`config.mk`:
```
export PLATFORM = sky130hd
export DESIGN_NAME = fpa_div_stage
export DESIGN_NICKNAME = d
export VERILOG_FILES = /design/src/hdl/fpa_pkg.sv /design/src/hdl/fpa_div_stage.sv
export SDC_FILE = /design/constraint.sdc
export NUM_CORES = 1
export LEC_CHECK = 0
export ABC_AREA = 1
export CAP_MARGIN = 20
export CORE_AREA = 2 2 118 120
export DETAILED_ROUTE_END_ITERATION = 6
export DIE_AREA = 0 0 120 122
export DONT_BUFFER_PORTS = 1
export GPL_ROUTABILITY_DRIVEN = 0
export PLACE_DENSITY = 0.74
export SYNTH_ARGS = -nofsm -noshare
export SYNTH_HDL_FRONTEND = slang
export SYNTH_SLANG_ARGS = --single-unit
export TNS_END_PERCENT = 1
```
`constraint.sdc`:
```
create_clock -name clk -period 2.18 [get_ports clk]
set_input_delay 0.327 -clock clk [delete_from_list [all_inputs] [get_ports clk]]
set_output_delay 0.327 -clock clk [all_outputs]
set_load 0.05 [all_outputs]
```
`src/hdl/fpa_pkg.sv`:
```
// Shared types and action codes for the fixed-point ALU.
package fpa_pkg;

  typedef enum logic [3:0] {
    ACT_ADD  = 4'd0,
    ACT_SUB  = 4'd1,
    ACT_MUL  = 4'd2,
    ACT_DIV  = 4'd3,
    ACT_GT   = 4'd4,
    ACT_LT   = 4'd5,
    ACT_GE   = 4'd6,
    ACT_LE   = 4'd7,
    ACT_EQ   = 4'd8,
    ACT_NE   = 4'd9,
    ACT_FINT = 4'd10,
    ACT_TINT = 4'd11
  } action_t;

  typedef enum logic [1:0] {
    ST_OK   = 2'd0,
    ST_OVF  = 2'd1,
    ST_DIV0 = 2'd2
  } status_t;

  // Control that travels with each transaction down the pipeline.
  typedef struct packed {
    logic       vld;
    logic [3:0] act;
    logic       neg;
    logic       flag;
  } ctl_t;

endpackage

```
`src/hdl/fpa_div_stage.sv`:
```
// One restoring-division step stage: one quotient bit per stage.
module fpa_div_stage import fpa_pkg::*; #(
  parameter int NW = 40
) (
  input  logic          clk,
  input  logic [NW-1:0] rem_i,
  input  logic [NW-1:0] num_i,
  input  logic [NW-1:0] quo_i,
  input  logic [31:0]   den_i,
  output logic [NW-1:0] rem_o,
  output logic [NW-1:0] num_o,
  output logic [NW-1:0] quo_o,
  output logic [31:0]   den_o
);

  logic [NW:0] trial;
  logic [NW:0] diff;

  always_comb begin
    trial = {rem_i, num_i[NW-1]};
    diff  = trial - {{(NW-31){1'b0}}, den_i};
  end

  always_ff @(posedge clk) begin
    if (!diff[NW]) begin
      rem_o <= diff[NW-1:0];
    end else begin
      rem_o <= trial[NW-1:0];
    end
    quo_o <= {quo_i[NW-2:0], ~diff[NW]};
    num_o <= {num_i[NW-2:0], 1'b0};
    den_o <= den_i;
  end

endmodule
```
==> results.yml, run 1 <==
run_status:
  status: "completed"
sta:
  final_setup_vio_count: 0
  slew_headroom: 0.590
  timing_max_transition_violations_final: 0
  period_minus_slack_ns: 1.78
  maximum_operating_frequency_ghz: 0.563
  final_min_period_over_clock_period: 0.815
  hold-worst-slack_ns: 0.00350
  timing_worst_slew_pin_value_ns: 0.614
  hold_viol_final: 0
  grt_setup_unrepaired: "false"
  finalWorstSetupSlack_ns: 0.402
setup_path:
  crit_chain: "inv_1 -> ha_1 -> inv_1 -> fa_1 -> buf_4 -> nand2_1 -> nand3_1 -> nand3_1 -> nand3_1 -> nand2_1 -> nand2_1 -> nand2_1 -> nand2_1 -> nand2_2 -> nand2_1"
  worst_path_largest_cell_delay_ns: 0.39
  worst-endpoint-arrival_ns: 2.10
  timing_worst_setup_path_type: "in2reg"
  crit_buf_inv: 3
  timing.critical_path.mode_cell: "sky130_fd_sc_hd__nand2_1"
  worstSetupStartpoint: "num_i[39]"
  start_kind: "input pin"
  cell_with_the_largest_stage_delay_on_the_worst_path: "sky130_fd_sc_hd__fa_1"
  worstPathRequired_ns: 2.50
  critical-path-top-delay-family: "simple AND/OR/NAND/NOR gates"
  critical_path.max_fanout: 3
  setup.worst_path.end_class: "flop"
drt:
  wl_um: 19100
  average_vias_per_placed_instance: 4.81
  num_vias: 6026
  drt-initial-drc-count: 348
  drt.antenna.violating_nets: 0
  post_drt_wl_per_cell_um: 15.3
  first_pass_iters: 6
  detail_route.drc_violations: 0
floorplan:
  num_io_pins: 305
  fp.coreArea_mm2: 0.0135
  die-area_mm2: 0.0146
  start_util: 0.490
  placement_rows: 43
  die_height_um: 122
  die_width_um: 120
finish:
  drive_gt1_frac: 0.0736
  insertedDiodeCount: 0
  syn2layout_area_growth_pct: 30.3
  nets_finish: 1247
logic_synthesis:
  synth_fp_nets: 1107
  number_of_storage_elements_in_the_synthesis_netlist: 151
  proportion_of_synthesized_chip_area_in_sequential_cells: 0.457
  synth.avg_cell_area_um2: 7.18
  syn-cell-area_mm2: 0.00661
  synthesis.instances: 921
  synthFlopType: "sky130_fd_sc_hd__dfxtp_1"
  ys_async_sr_fraction: 0
  synth-edff-count: 0
  yosys_warnings: 0
  synth.lib_cells_used.distinct: 26
global_routing:
  grt_first_pass_wirelength_um: 29000
  pin_count_of_the_biggest_net_entering_global_routing: 27
  grt-ovfl-total: 0
  number_of_global_route_vias_before_repair: 6007
  antenna_found_initial: 0
  grt_usage: 0.256
cts:
  clkSinkCount: 151
  clk_pin_slew_worst_setup_hold_paths_ns: 0.07
  clock-root-buffer: "sky130_fd_sc_hd__clkbuf_16"
  cts_buffers: 17
  clock_tree_from_tritoncts: "done"
  cts-htree-levels: 4
  cts_max_path_buffers: 2
hold_path:
  hold_class: "in2reg"
  timing.hold.worst.start: "rem_i[25]"
pwr:
  pwr_density_cell_mw_per_mm2: 890
  ir_drop_v: 0.000514
  static_leakage_nw: 4.48
place:
  place.detailed.hpwl_um: 14100
  dp_worst_setup_slack_ns: -0.00986
  io_buffers: 0
flow_run:
  drv.max_cap_violation_count: 0
## repair_timing
item                       in CTS  in global routing
hold buffers                  113                  4
hold endpoints to repair      113                  4
resized for setup               0                  0
setup endpoints to repair       0                  0
setup buffers                   0                  0
## area by class of cell
type                    instances  area [um2]
clock buffers                  18         429
repair buffers                130        1320
flip-flops and latches        151        3020
clock inverters                14         140
multi-input cells             614        2930
fillers                      1133        4890
well taps                     180         225
inverters                     147         552
## flip-flops by register name (all words and copies together) (netlist names)
register  flops
quo_o        40
den_o        32
rem_o        40
num_o        39
## path summary, 6_finish.rpt
check | depth (start not counted) | slack, ns | end
setup / recovery | 15 | 0.40 | rem_o[30]
hold / removal | 2 | 0.004 | rem_o[26]
## layout by cell type, fill, tap and decap left out
master                          count
sky130_fd_sc_hd__nor2_2             4
sky130_fd_sc_hd__dlygate4sd3_1    117
sky130_fd_sc_hd__nand2_2           27
sky130_fd_sc_hd__and2_1             1
sky130_fd_sc_hd__clkbuf_16         17
sky130_fd_sc_hd__buf_12             4
sky130_fd_sc_hd__o21a_1             1
sky130_fd_sc_hd__nor3_1             3
sky130_fd_sc_hd__nand2_1          360
sky130_fd_sc_hd__nand2_4            2
sky130_fd_sc_hd__xnor2_1            2
sky130_fd_sc_hd__clkinv_8           2
sky130_fd_sc_hd__xor2_1            21
sky130_fd_sc_hd__or2_2              1
sky130_fd_sc_hd__ha_1              32
sky130_fd_sc_hd__conb_1             1
sky130_fd_sc_hd__clkinv_4           4
sky130_fd_sc_hd__inv_6              3
sky130_fd_sc_hd__or2_0              1
sky130_fd_sc_hd__dfxtp_1          151
sky130_fd_sc_hd__nand3_2            1
sky130_fd_sc_hd__nand4_1            2
sky130_fd_sc_hd__inv_8              3
sky130_fd_sc_hd__fa_1               1
sky130_fd_sc_hd__clkinv_2           1
sky130_fd_sc_hd__nor2_1            80
sky130_fd_sc_hd__a21oi_1           20
sky130_fd_sc_hd__o21ai_0            9
sky130_fd_sc_hd__clkbuf_1           1
sky130_fd_sc_hd__clkinvlp_4         1
sky130_fd_sc_hd__nand3_1           45
sky130_fd_sc_hd__inv_1            147
sky130_fd_sc_hd__buf_4              9
## layer usage
metal | vias up | wire, um | track usage
li1 | 3032 | - | -
met5 | - | 0 | 0
met4 | 0 | 794 | 0.136
met3 | 58 | 1560 | 0.0801
met2 | 270 | 9280 | 0.444
met1 | 2666 | 7500 | 0.279
## metrics by stage
stage	std cells	instance area, um2	TNS [ns]	power, mW	util
6_report	1254	8620	0	7.66	0.638
5_1_grt	1254	8620	0	7.99	0.638
4_1_cts	1250	8580	0	7.67	0.635
3_5_place_dp	1105	6880	-0.0137	4.75	0.509
3_3_place_gp	1105	6880	0	4.74	0.509
2_1_floorplan	921	6610	0	4.51	-
## synthesized netlist by cell type (all sizes together) (3+ instances only)
master / n / share of area
dfxtp: 151 / 0.46
xor2: 21 / 0.028
nor3: 3 / 0.0023
nand3: 46 / 0.036
inv: 147 / 0.083
o21ai: 9 / 0.0068
nand2: 389 / 0.23
a21oi: 20 / 0.015
nor2: 84 / 0.049
ha: 32 / 0.061
buf: 9 / 0.017
## where the power goes
part           switching, mW  internal (mW)
clock network           1.27           1.51
registers              0.829           2.97
logic                  0.620          0.463
## cell families after synthesis
group,count (synthesis),synth area share
other,1,0.000567
AND/OR/NAND/NOR,527,0.325
AO/OA/AOI/OAI,30,0.0231
XOR/XNOR,23,0.0305
buffers and inverters,156,0.100
adder cells (fa/ha/maj),33,0.0636
flip-flops,151,0.457
(Power assumes the default switching activity.)
==> inputs of run 2 (changes only) <==
--- a/config.mk
+++ b/config.mk
@@ -5,14 +5,14 @@
 export SDC_FILE = /design/constraint.sdc
 export NUM_CORES = 1
 export LEC_CHECK = 0
-export ABC_AREA = 1
+export ABC_AREA = 0
 export CAP_MARGIN = 20
-export CORE_AREA = 2 2 118 120
+export CORE_AREA = 2 2 119 121
 export DETAILED_ROUTE_END_ITERATION = 6
-export DIE_AREA = 0 0 120 122
+export DIE_AREA = 0 0 121 123
 export DONT_BUFFER_PORTS = 1
 export GPL_ROUTABILITY_DRIVEN = 0
-export PLACE_DENSITY = 0.74
+export PLACE_DENSITY = 0.64
 export SYNTH_ARGS = -nofsm -noshare
 export SYNTH_HDL_FRONTEND = slang
 export SYNTH_SLANG_ARGS = --single-unit
==> constraint.sdc (replaced) <==
create_clock -name clk -period 1.8 [get_ports clk]
set_input_delay 0.27 -clock clk [delete_from_list [all_inputs] [get_ports clk]]
set_output_delay 0.27 -clock clk [all_outputs]
set_load 0.05 [all_outputs]
==> run 2 against run 1 <==
Net effect:
- the flow now finishes with violations (setup timing)
- sequential share of layout area decreased by 1.4 points
- sequential cell count unchanged
- power increased by 28%
- synthesized cell count fell by 41%
- final area increased by 4.3%
- wire length up 2.1%
- clock power grew 27%
- combinational power rose by 50%
- first-iteration DRC count fell by 26%
- largest cell class unchanged
==> results.yml, run 2 <==
drt:
  met3_wirelength_um: 1270
  first_pass_iters: 4
  route.met2.wl_um: 10400
  num_vias: 5111
  detail_route.drc_violations: 0
  average_vias_per_placed_instance: 5.10
  post_drt_wl_per_cell_um: 19.5
  wl_um: 19500
  highest_layer: "met4"
  met1Wirelength_um: 7320
  drt-initial-drc-count: 258
  drt.antenna.violating_nets: 0
logic_synthesis:
  synth_fp_nets: 732
  ys_async_sr_fraction: 0
  yosys.area.top_type_share: 0.524
  synth.top_cells.by_count: "sky130_fd_sc_hd__dfxtp_1, sky130_fd_sc_hd__inv_1, sky130_fd_sc_hd__nand2_1"
  synthDominantAreaCellType: "sky130_fd_sc_hd__dfxtp_1"
  proportion_of_synthesized_chip_area_in_sequential_cells: 0.524
  yosys_warnings: 0
  synthesis.instances: 546
  synth-edff-count: 0
  synthFlopType: "sky130_fd_sc_hd__dfxtp_1"
  synth.lib_cells_used.distinct: 58
  syn-cell-area_mm2: 0.00577
  synth.area.top_cells: "sky130_fd_sc_hd__dfxtp_1, sky130_fd_sc_hd__ha_1, sky130_fd_sc_hd__xnor2_1"
  number_of_storage_elements_in_the_synthesis_netlist: 151
  synth.avg_cell_area_um2: 10.6
  post-synth-top-count-cell: "sky130_fd_sc_hd__dfxtp_1"
setup_path:
  worst-endpoint-arrival_ns: 2.53
  critical_path.max_fanout: 12
  worstPathRequired_ns: 2.11
  setup.worst_path.end_class: "flop"
  timing_worst_setup_path_type: "in2reg"
  start_kind: "input pin"
cts:
  clkSinkCount: 151
  cts-htree-levels: 4
  cts_buffers: 17
  clock_tree_from_tritoncts: "done"
  cts_max_path_buffers: 2
  clock-root-buffer: "sky130_fd_sc_hd__clkbuf_16"
  clk_pin_slew_worst_setup_hold_paths_ns: 0.06
  cts.repair_timing.setup_buffer_count: 0
finish:
  syn2layout_area_growth_pct: 55.7
  nets_finish: 995
  number_of_fillers_in_the_final_layout: 1040
  drive_gt1_frac: 0.245
  biggestRegsByFlops: "quo_o x40, rem_o x40, num_o x39"
  final_area_mm2: 0.00898
  final_common_cell: "sky130_fd_sc_hd__dfxtp_1"
  insertedDiodeCount: 0
  most-common-layout-cells: "sky130_fd_sc_hd__dfxtp_1, sky130_fd_sc_hd__dlygate4sd3_1, sky130_fd_sc_hd__buf_4"
pwr:
  swShare: 0.339
  report.power.total_mw: 9.83
  p_comb_frac: 0.165
  pwr_density_cell_mw_per_mm2: 1090
  p_int_mw: 6.49
  power_frac_seq: 0.476
  share_clk_of_total_power: 0.359
  p_switching_mw: 3.33
  static_leakage_nw: 4.08
  ir_drop_v: 0.000656
floorplan:
  fp.coreArea_mm2: 0.0136
  num_io_pins: 305
  die_height_um: 123
  start_util: 0.424
  die-area_mm2: 0.0149
  die_width_um: 121
  placement_rows: 43
place:
  io_buffers: 0
  placement.cell_area_mm2: 0.00679
  place.detailed.hpwl_um: 13300
  dp_worst_setup_slack_ns: -0.991
global_routing:
  grt_usage: 0.257
  number_of_global_route_vias_before_repair: 5452
  grt-ovfl-total: 0
  antenna_found_initial: 0
  grt_first_pass_wirelength_um: 29200
  pin_count_of_the_biggest_net_entering_global_routing: 17
sta:
  hold_viol_final: 0
  timing_max_transition_violations_final: 0
  setup_tns_ns: -13.11
  period_minus_slack_ns: 2.22
  final_min_period_over_clock_period: 1.23
  maximum_operating_frequency_ghz: 0.450
  timing_worst_slew_pin_value_ns: 0.589
  final_setup_vio_count: 41
  finalWorstSetupSlack_ns: -0.421
  grt_setup_unrepaired: "true"
  slew_headroom: 0.607
hold_path:
  min_delay_path_depth: 2
  hold_class: "in2reg"
  timing.hold.worst.start: "rem_i[31]"
  holdPathEnd: "rem_o[33]"
flow_run:
  drv.max_cap_violation_count: 0
run_status:
  violations: "setup timing"
  status: "finished with violations"
-- run 2: changes by cell type after synthesis, sizes merged, moves of 8 or more --
cell	delta
nand2	-352
a21o	+18
nand3	-37
a211oi	+11
a21oi	+15
xor2	-11
mux2	+21
xnor2	+24
inv	-101
o21ai	+16
nor2	-59
o21a	+8
-- run 2: worst max-delay path by stage --
stage | depth (start not counted) | startpoint | end
4_1_cts | 13 | num_i[39] | rem_o[20]
2_1_floorplan | 13 | num_i[39] | rem_o[10]
5_1_grt | 13 | num_i[39] | rem_o[17]
6_report | 13 | num_i[39] | rem_o[17]
3_5_place_dp | 13 | num_i[39] | rem_o[11]
3_3_place_gp | 14 | num_i[39] | rem_o[22]
-- run 2: metrics by stage --
step | hold WS (ns) | utilization | instances
finish | 0.0201 | 0.660 | 1002
global route | 0.00842 | 0.660 | 1002
CTS | 0.00181 | 0.659 | 1002
detailed placement | 0.298 | 0.499 | 823
global placement | 0.298 | 0.499 | 823
floorplan | 0.298 | - | 546
-- run 2: power groups by stage --
stage          Clock [mW]  Combinational [mW]  Sequential [mW]
6_report             3.53                1.62             4.68
5_1_grt              3.74                1.75             4.69
4_1_cts              3.57                1.58             4.68
3_5_place_dp            0                1.27             4.75
3_3_place_gp            0                1.25             4.75
2_1_floorplan           0               0.797             4.69
-- run 2: critical path: stages --
cell	delay, ns
sky130_fd_sc_hd__inv_12	0.03
sky130_fd_sc_hd__ha_4	0.12
sky130_fd_sc_hd__inv_2	0.03
sky130_fd_sc_hd__fa_2	0.35
sky130_fd_sc_hd__a211oi_2	0.24
sky130_fd_sc_hd__o211ai_2	0.13
sky130_fd_sc_hd__a211oi_2	0.26
sky130_fd_sc_hd__a211oi_2	0.15
sky130_fd_sc_hd__o21a_4	0.23
sky130_fd_sc_hd__o21ai_4	0.17
sky130_fd_sc_hd__inv_4	0.08
sky130_fd_sc_hd__buf_12	0.16
sky130_fd_sc_hd__mux2_4	0.31
-- run 2: metal layers --
| layer | vias up | global-route usage |
|---|---|---|
| met5 | - | 0 |
| met4 | 0 | 0.105 |
| met3 | 35 | 0.0715 |
| met2 | 205 | 0.479 |
| met1 | 2434 | 0.271 |
| li1 | 2437 | - |
-- run 2: what timing repair did --
item	in CTS	in global routing
resized for setup	28	4
endpoints found under the setup margin	41	41
pin swaps	5	2
hold buffers	147	0
endpoints found under the hold margin	147	0
-- run 2: final cells by class --
type	instances	area (um2)	area share
Sequential cell	151	3020	0.336
Inverter	46	188	0.0209
Clock inverter	14	158	0.0175
Clock buffer	18	429	0.0478
Multi-Input combinational cell	335	2620	0.291
Timing Repair Buffer	258	2350	0.261
Tap cell	180	225	0.0251
-- run 2: logic make-up (layout without fill, tap and decap cells) --
kind of cell               after synthesis  count (layout)  synth area share
other                                    1               1          0.000650
xor gates and xnor gates                36              36            0.0547
and+or+nand+nor                        108             108            0.0917
buffers and inverters                   60             336            0.0445
adders and majority gates               33              33            0.0729
muxes                                   21              21            0.0507
AOI/OAI and AO/OA                      136             136             0.161
DFF                                    151             151             0.524
==> inputs of run 3 (changes only) <==
--- a/config.mk
+++ b/config.mk
@@ -7,12 +7,12 @@
 export LEC_CHECK = 0
 export ABC_AREA = 0
 export CAP_MARGIN = 20
-export CORE_AREA = 2 2 119 121
+export CORE_AREA = 2 2 118 120
 export DETAILED_ROUTE_END_ITERATION = 6
-export DIE_AREA = 0 0 121 123
+export DIE_AREA = 0 0 120 122
 export DONT_BUFFER_PORTS = 1
 export GPL_ROUTABILITY_DRIVEN = 0
-export PLACE_DENSITY = 0.64
+export PLACE_DENSITY = 0.67
 export SYNTH_ARGS = -nofsm -noshare
 export SYNTH_HDL_FRONTEND = slang
 export SYNTH_SLANG_ARGS = --single-unit
==> constraint.sdc (replaced) <==
create_clock -name clk -period 2 [get_ports clk]
set_input_delay 0.3 -clock clk [delete_from_list [all_inputs] [get_ports clk]]
set_output_delay 0.3 -clock clk [all_outputs]
set_load 0.05 [all_outputs]
==> run 3 against run 2 <==
Net effect:
- the flow still finishes with violations (setup timing)
- clock power is 10% lower
- global-route usage fell by 1.2 points
- non-clock buffer count is 19 lower
- die area decreased by 1.6%
- final area decreased by 2.9%
- first-iteration DRC count is 24% higher
- critical path type unchanged
- largest cell class unchanged
- largest power group unchanged
==> results.yml, run 3 (synthesis gave the netlist of run 2 again) <==
sta:
  finalWorstSetupSlack_ns: -0.343
  hold-worst-slack_ns: 0.0123
  hold_viol_final: 0
  final_setup_vio_count: 41
  setup_tns_ns: -10.79
  slew_headroom: 0.573
  timing_max_transition_violations_final: 0
  grt_setup_unrepaired: "true"
  timing_worst_slew_pin_value_ns: 0.639
  final_min_period_over_clock_period: 1.17
  maximum_operating_frequency_ghz: 0.427
  period_minus_slack_ns: 2.34
cts:
  cts_buffers: 17
  clk_pin_slew_worst_setup_hold_paths_ns: 0.07
  clock_tree_from_tritoncts: "done"
  clkSinkCount: 151
  cts_max_path_buffers: 2
  cts-htree-levels: 4
  clock-root-buffer: "sky130_fd_sc_hd__clkbuf_16"
pwr:
  report.power.total_mw: 8.76
  pwr_density_cell_mw_per_mm2: 1000
  power_frac_seq: 0.480
  p_switching_mw: 3.02
  static_leakage_nw: 4.00
  ir_drop_v: 0.000501
  p_comb_frac: 0.159
  share_clk_of_total_power: 0.361
  swShare: 0.345
  p_int_mw: 5.74
finish:
  insertedDiodeCount: 0
  biggestRegsByFlops: "quo_o x40, rem_o x40, num_o x39"
  final_common_cell: "sky130_fd_sc_hd__dfxtp_1"
  most-common-layout-cells: "sky130_fd_sc_hd__dfxtp_1, sky130_fd_sc_hd__dlygate4sd3_1, sky130_fd_sc_hd__buf_4"
  post_layout_nonfiller_instances: 983
  syn2layout_area_growth_pct: 51.2
  nets_finish: 976
  drive_gt1_frac: 0.234
  number_of_fillers_in_the_final_layout: 1030
floorplan:
  placement_rows: 43
  die-area_mm2: 0.0146
  fp.coreArea_mm2: 0.0135
  die_height_um: 122
  die_width_um: 120
  start_util: 0.427
  num_io_pins: 305
drt:
  wl_um: 18500
  average_vias_per_placed_instance: 5.12
  first_pass_iters: 5
  post_drt_wl_per_cell_um: 18.8
  drt.antenna.violating_nets: 0
  num_vias: 5034
  detail_route.drc_violations: 0
  drt-initial-drc-count: 321
setup_path:
  critical_path.max_fanout: 3
  timing_worst_setup_path_type: "in2reg"
  setup.worst_path.end_class: "flop"
  start_kind: "input pin"
  worstSetupStartpoint: "num_i[39]"
  worst-endpoint-arrival_ns: 2.66
  worstPathRequired_ns: 2.32
global_routing:
  gr-max-usage-layer: "met2"
  grt_usage: 0.245
  number_of_global_route_vias_before_repair: 5221
  pin_count_of_the_biggest_net_entering_global_routing: 18
  gr-usage-met1: 0.254
  gr-usage-met3: 0.0712
  grt_first_pass_wirelength_um: 27300
  grt-ovfl-total: 0
  antenna_found_initial: 0
  grt_use_met2: 0.459
hold_path:
  hold_class: "in2reg"
  timing.hold.worst.start: "rem_i[14]"
run_status:
  status: "finished with violations"
  violations: "setup timing"
place:
  dp_worst_setup_slack_ns: -0.845
  placed_cells: 819
  place.detailed.hpwl_um: 13000
  io_buffers: 0
flow_run:
  drv.max_cap_violation_count: 0
run 3: cell count changes in the layout (fill, tap and decap cells not counted), sizes merged:
cell / delta
dlygate4sd3: -16
bufinv: -1
buf: -3
inv: +1
run 3: metal layers:
layer / share of wire / up-vias
li1: - / 2400
met1: 0.37 / 2351
met2: 0.53 / 238
met3: 0.066 / 45
met4: 0.030 / 0
met5: 0 / -
run 3: final timing paths:
kind	to	slack (ns)	cells after the start
max	rem_o[22]	-0.34	14
min	rem_o[15]	0.01	2
run 3: power groups by stage:
stage / Combinational (mW) / Sequential (mW) / Clock, mW
3_5_place_dp: 1.12 / 4.27 / 0
2_1_floorplan: 0.718 / 4.22 / 0
4_1_cts: 1.35 / 4.21 / 3.20
6_report: 1.39 / 4.21 / 3.16
3_3_place_gp: 1.10 / 4.27 / 0
5_1_grt: 1.51 / 4.22 / 3.36
run 3: through the flow:
stage	utilization	cell area, um2
finish	0.646	8720
global route	0.646	8720
CTS	0.641	8660
detailed placement	0.499	6740
global placement	0.499	6740
floorplan	-	5780
run 3: area by class of cell:
type / instances / area, um2 / area share
inverter: 46 / 175 / 0.0201
clock buffer: 18 / 439 / 0.0503
timing repair buffer: 239 / 2150 / 0.246
sequential: 151 / 3020 / 0.346
tap: 180 / 225 / 0.0258
clock inverter: 14 / 156 / 0.0179
multi-input combinational: 335 / 2560 / 0.293
run 3: worst max-delay path, stage by stage:
cell and delay [ns]:
sky130_fd_sc_hd__inv_1 0.04, sky130_fd_sc_hd__ha_1 0.16, sky130_fd_sc_hd__inv_1 0.06, sky130_fd_sc_hd__fa_2 0.39, sky130_fd_sc_hd__a211oi_4 0.26, sky130_fd_sc_hd__o211ai_2 0.13
sky130_fd_sc_hd__buf_4 0.17, sky130_fd_sc_hd__a21o_1 0.17, sky130_fd_sc_hd__a311oi_2 0.24, sky130_fd_sc_hd__buf_4 0.16, sky130_fd_sc_hd__o31ai_1 0.06, sky130_fd_sc_hd__a21oi_1 0.20
sky130_fd_sc_hd__xnor2_1 0.09, sky130_fd_sc_hd__mux2_4 0.26
run 3: timing repair:
action                                  CTS  global route
hold buffers                            129             2
endpoints found under the setup margin   41            41
endpoints found under the hold margin   129             2
setup buffers                             1             0
gates resized for setup                   6            10
pin swaps                                 5             0
gates cloned                              0             0
